<file path="config.mk">
export PLATFORM = sky130hd
export DESIGN_NAME = lpbb_ctrl
export DESIGN_NICKNAME = d
export VERILOG_FILES = /design/src/hw/rtl/led_pixel_buffer_brightness_core_assert.svh /design/src/hw/rtl/lpbb_pkg.sv /design/src/hw/rtl/lpbb_ctrl.sv
export SDC_FILE = /design/constraint.sdc
export NUM_CORES = 1
export LEC_CHECK = 0
export BUFFER_PORTS_ARGS = -buffer_cell sky130_fd_sc_hd__buf_2
export CORE_AREA = 2 2 39 41
export DETAILED_ROUTE_END_ITERATION = 10
export DIE_AREA = 0 0 41 43
export PLACE_DENSITY = 0.77
export SYNTH_ARGS = -nofsm -noshare
export SYNTH_HDL_FRONTEND = slang
export SYNTH_SLANG_ARGS = --single-unit
</file>
<file path="constraint.sdc">
create_clock -name clk -period 3.65 [get_ports clk]
set_clock_uncertainty 0.1 [all_clocks]
set_input_delay 0.73 -clock clk [delete_from_list [all_inputs] [get_ports clk]]
set_output_delay 0.73 -clock clk [all_outputs]
set_load 0.01 [all_outputs]
</file>
<file path="src/hw/rtl/led_pixel_buffer_brightness_core_assert.svh">
// Assertion helpers for the pixel buffer core.
// Each macro expects clk and arst_n in the scope where it is used.
`ifndef LED_PIXEL_BUFFER_BRIGHTNESS_CORE_ASSERT_SVH
`define LED_PIXEL_BUFFER_BRIGHTNESS_CORE_ASSERT_SVH

// Consequent must hold in the same cycle as the antecedent.
`define LPBB_ASSERT_SAME(label, ante, cons) \
	label: assert property (@(posedge clk) disable iff (!arst_n) (ante) |-> (cons)) \
		else $error("lpbb: same-cycle check failed");

// Consequent must hold in the cycle after the antecedent.
`define LPBB_ASSERT_NEXT(label, ante, cons) \
	label: assert property (@(posedge clk) disable iff (!arst_n) (ante) |=> (cons)) \
		else $error("lpbb: next-cycle check failed");

`endif

</file>
<file path="src/hw/rtl/lpbb_pkg.sv">
package lpbb_pkg;

	localparam int MAX_LEDS_DEF = 256;

	localparam int S_TDATA_W   = 64;
	localparam int S_TUSER_W   = 3;
	localparam int M_TDATA_W   = 8;
	localparam int M_TUSER_W   = 1;
	localparam int CFG_INDEX_W = 1;
	localparam int CFG_DATA_W  = 9;

	localparam int BYTES_W = 11;
	localparam int DIV_W   = 16;

	localparam logic [CFG_INDEX_W-1:0] CFG_PIXEL_ORDER = 1'b0;
	localparam logic [CFG_INDEX_W-1:0] CFG_LED_COUNT   = 1'b1;

	localparam logic [7:0] PIXEL_ORDER_RST = 8'd82;

	typedef enum logic [2:0] {
		OP_SET_RGB    = 3'd0,
		OP_SET_RGBW   = 3'd1,
		OP_SET_BRIGHT = 3'd2,
		OP_CLEAR      = 3'd3,
		OP_READ       = 3'd4
	} op_t;

	typedef enum logic [3:0] {
		ST_INIT,
		ST_IDLE,
		ST_DECODE,
		ST_DIV,
		ST_SCALE_RD,
		ST_SCALE_WR,
		ST_CLR,
		ST_PIX,
		ST_DONE
	} state_t;

	typedef enum logic [1:0] {
		ASEL_CNT,
		ASEL_PIX,
		ASEL_READ
	} addr_sel_t;

	typedef enum logic [1:0] {
		WSEL_ZERO,
		WSEL_PIX,
		WSEL_SCALE
	} wr_sel_t;

	typedef struct packed {
		logic      load;
		logic      cnt_clr;
		logic      cnt_inc;
		logic      we;
		addr_sel_t asel;
		wr_sel_t   wsel;
		logic      div_start;
		logic      code_load;
		logic      out_load;
	} cmd_t;

	typedef struct packed {
		logic [2:0] op;
		logic       pix_ok;
		logic       same_code;
		logic       bytes_zero;
		logic       cnt_last;
		logic       sweep_last;
		logic       pix_last;
		logic       div_done;
		logic       out_free;
	} sts_t;

endpackage

</file>
<file path="src/hw/rtl/lpbb_ctrl.sv">
module lpbb_ctrl import lpbb_pkg::*; (
	input  logic   clk,
	input  logic   arst_n,
	input  logic   s_tvalid,
	output logic   s_tready,
	input  sts_t   sts,
	output cmd_t   cmd,
	output state_t state
);

	state_t state_q;
	state_t state_d;

	always_ff @(posedge clk or negedge arst_n) begin
		if (!arst_n) begin
			state_q <= ST_INIT;
		end else begin
			state_q <= state_d;
		end
	end

	always_comb begin
		state_d = state_q;
		case (state_q)
			ST_INIT: begin
				if (sts.sweep_last) state_d = ST_IDLE;
			end
			ST_IDLE: begin
				if (s_tvalid) state_d = ST_DECODE;
			end
			ST_DECODE: begin
				case (sts.op)
					OP_SET_RGB, OP_SET_RGBW: state_d = sts.pix_ok ? ST_PIX : ST_DONE;
					OP_SET_BRIGHT:           state_d = sts.same_code ? ST_DONE : ST_DIV;
					OP_CLEAR:                state_d = sts.bytes_zero ? ST_DONE : ST_CLR;
					default:                 state_d = ST_DONE;
				endcase
			end
			ST_DIV: begin
				if (sts.div_done) state_d = sts.bytes_zero ? ST_DONE : ST_SCALE_RD;
			end
			ST_SCALE_RD: state_d = ST_SCALE_WR;
			ST_SCALE_WR: state_d = sts.cnt_last ? ST_DONE : ST_SCALE_RD;
			ST_CLR: begin
				if (sts.cnt_last) state_d = ST_DONE;
			end
			ST_PIX: begin
				if (sts.pix_last) state_d = ST_DONE;
			end
			ST_DONE: begin
				if (sts.out_free) state_d = ST_IDLE;
			end
			default: state_d = ST_IDLE;
		endcase
	end

	always_comb begin
		cmd          = '0;
		cmd.asel     = ASEL_READ;
		cmd.wsel     = WSEL_ZERO;
		s_tready     = 1'b0;
		case (state_q)
			ST_INIT: begin
				cmd.asel    = ASEL_CNT;
				cmd.we      = 1'b1;
				cmd.cnt_inc = 1'b1;
			end
			ST_IDLE: begin
				s_tready    = 1'b1;
				cmd.load    = s_tvalid;
				cmd.cnt_clr = 1'b1;
			end
			ST_DECODE: begin
				cmd.div_start = (sts.op == OP_SET_BRIGHT) && !sts.same_code;
			end
			ST_DIV: begin
				cmd.code_load = sts.div_done && sts.bytes_zero;
			end
			ST_SCALE_RD: begin
				cmd.asel = ASEL_CNT;
			end
			ST_SCALE_WR: begin
				cmd.asel      = ASEL_CNT;
				cmd.wsel      = WSEL_SCALE;
				cmd.we        = 1'b1;
				cmd.cnt_inc   = 1'b1;
				cmd.code_load = sts.cnt_last;
			end
			ST_CLR: begin
				cmd.asel    = ASEL_CNT;
				cmd.we      = 1'b1;
				cmd.cnt_inc = 1'b1;
			end
			ST_PIX: begin
				cmd.asel    = ASEL_PIX;
				cmd.wsel    = WSEL_PIX;
				cmd.we      = 1'b1;
				cmd.cnt_inc = 1'b1;
			end
			ST_DONE: begin
				cmd.out_load = sts.out_free;
			end
			default: ;
		endcase
	end

	assign state = state_q;

endmodule

</file>
==> summary.txt <==
Status
  – Status: completed

Synth
  – Unique masters post-synth: between 40 and 50
  – Synthesized area: roughly 580 um2
  – Syn Inst Count: 67
  – Synthesized Nets: 81
  – Mean Syn Cell Area: ~8.6 um2
  – Yosys Warn Count: 0
  – Post-synthesis sequential area ratio: between 10% and 20%
  – Most used DFF post-synth: dfrtp_1
  – Number of flops mapped to enable cells by yosys: 0
  – Ys async rst share: 100.0%
  – Yosys reg bits: 4

Pwr
  – Clock network fraction of total power: between 10% and 20%
  – Reg power frac: ~26%
  – Cell Pwr Density: 727.7 nW/um2
  – Peak VDD IR: approximately 0.31 mV
  – Leakage: 0.3532 nW
  – Switch share: between 40% and 50%
  – Overall power: between 0.5 and 0.6 mW
  – Psw: about 0.25 mW
  – Internal power: between 0.2 and 0.3 mW
  – Combinational share of power: between 60% and 70%

Route
  – Post-route ant nets: 0
  – Final WL: 1525 um
  – Wirelength per Cell: ~14 um
  – DR pass1 iterations: 4
  – Vias per cell: 5.804
  – Starting DRC count in detailed routing: 26
  – Residual DRC: 0
  – Vias: approximately 620

CTS
  – CTS Buf Count: 3
  – Root buffer cell: clkbuf_4
  – Max H-tree Level: 1
  – Clock buffer depth: 2
  – Post-CTS sizing: 0
  – Post-CTS setup repair buffer count: 0
  – Sink Count: 4
  – Hold Buf Count CTS: 0
  – Reg clk slew, reported paths: ~0.040 ns
  – CTS tree: yes
  – Worst-Skew Late Latency: 0.24 ns

Global routing
  – Initial antenna violation count: 0
  – Largest net degree at the start of global routing: 21
  – Vias in the first global route: 539
  – GRT met2 Usage: between 30% and 40%
  – GR Overflow Total: 0
  – GR Layer Usage met3: about 5.8%
  – Met1 usage: a little over a fifth
  – Grt peak-use layer: met2
  – Global-route wire length before repair: ~2200 um
  – GRT Resource Usage Total: between 10% and 20%

Worst setup path
  – Crit path to: cmd[10]
  – Worst setup EP type: output pin
  – Critical path fanouts, max: 19
  – RR Endpoint: state[2]
  – WP data required: roughly 2.8 ns
  – Reg2reg start: state[0]
  – Critical path class: reg2out
  – Crit start category: register
  – Worst EP arrival: 1.77 ns
  – Worst reg2reg path depth: 4
  – Reg2reg setup slack: between 1.5 and 2 ns
  – Critical path origin: state[1]

STA
  – Slew Viols, Final: 0
  – Hold Slack: between 0.15 and 0.2 ns
  – Final Setup Violations: 0
  – Setup TNS Final: 0 ns
  – Fmax: a little under 400 MHz
  – Worst-Margin Slew: around 0.62 ns
  – RSZ-0062 raised after global routing: no
  – Tcrit/Tclk final: between 70 and 80%
  – Final hold vios: 0
  – Post-layout min period: between 2 and 3 ns
  – Relative slew slack: between 50% and 60%

Place
  – Post-DP HPWL: 1075 um
  – Placed cell area: between 600 and 700 um2
  – Port Buffers: 29
  – Final GP Congestion: slightly above 0.7

Layout
  – Design Area, Final: ~690 um2
  – Area grow syn2layout: 19.78%
  – Antenna Cells: 0
  – Post-Route Utilization: 49.82%
  – Multi-input gate area: 397.9 um2
  – Max reg flops: 4
  – Share of layout cells above drive strength 1: a little under half
  – FF+latch area: about 100 um2
  – # fillers: 143
  – Nets@finish: around 110

Floorplanning
  – Ports: 30
  – Die ar.: 1763 um2
  – Starting density of the core: 41.59%
  – Rows: 14
  – Die Y: 43 um
  – Core area: around 1400 um2
  – Die W: 41 um

Hold path
  – Hold Crit Class: in2async

Flow run
  – Max cap viols: 0
==> critical path, cell delays in order, from the launching register on <==
cell and delay [ns]:
dfrtp_1 0.56, or2b_2 0.38, nor3_1 0.31, and2_1 0.17, buf_2 0.12
==> per-layer routing <==
metal,up-vias,share of wire (%)
met2,36,49
met4,0,0.92
met5,-,0
li1,304,-
met1,279,42
met3,2,8.2
==> power groups by stage <==
stage	sequential (mW)	clock (mW)	combinational, mW
final	0.128	0.0562	0.318
after global routing	0.136	0.0630	0.350
after CTS	0.127	0.0568	0.317
after detailed placement	0.128	0	0.311
after global placement	0.127	0	0.307
after floorplan	0.0862	0	0.307
==> through the flow <==
stage / setup slack (ns) / cells
3_5_place_dp: 1.122 / 104
5_1_grt: 0.8824 / 107
4_1_cts: 1.035 / 107
2_1_floorplan: 1.306 / 67
6_report: 1.049 / 107
3_3_place_gp: 1.149 / 104
==> cell families after synthesis <==
group	Yosys count	share of synthesized area (%)
XOR/XNOR	1	1.522
flip-flops	4	17.39
AO/OA/AOI/OAI	19	26.31
buffers and inverters	9	13.48
AND/OR/NAND/NOR	31	35.87
multiplexers	3	5.435
==> layout by cell type, fill, tap and decap left out, types with 2 or more instances in the layout <==
| cell type | netlist | layout |
|---|---|---|
| a21oi_1 | 2 | 2 |
| and3b_2 | 2 | 2 |
| buf_2 | 0 | 29 |
| clkbuf_4 | 0 | 3 |
| dfrtp_1 | 4 | 4 |
| mux2i_1 | 2 | 2 |
| nand2_1 | 3 | 3 |
| nor2_1 | 7 | 7 |
| nor3_1 | 2 | 2 |
| nor4_1 | 2 | 2 |
| o21bai_1 | 2 | 2 |
==> worst min-delay path by stage <==
stage	start	endpoint	cells after the start
floorplan	arst_n	state[0]	0
global placement	arst_n	state[2]	1
detailed placement	arst_n	state[1]	1
CTS	arst_n	state[2]	1
global route	arst_n	state[3]	1
finish	arst_n	state[2]	1
==> area by class of cell <==
cell class	instances	area share, %
timing repair buffer	29	21.05
tap	16	2.904
sequential	4	14.52
multi-input combinational	54	57.71
clock buffer	3	3.267
inverter	1	0.5445
==> synthesized netlist by cell type, types with 2 or more instances <==
library cell | n | area [um2]
a21oi_1 | 2 | 10.01
and3b_2 | 2 | 20.02
buf_4 | 3 | 22.52
buf_6 | 3 | 33.78
dfrtp_1 | 4 | 100.1
mux2i_1 | 2 | 20.02
nand2_1 | 3 | 11.26
nor2_1 | 7 | 26.28
nor3_1 | 2 | 10.01
nor4_1 | 2 | 12.51
o21bai_1 | 2 | 15.01
(Power assumes the default switching activity.)
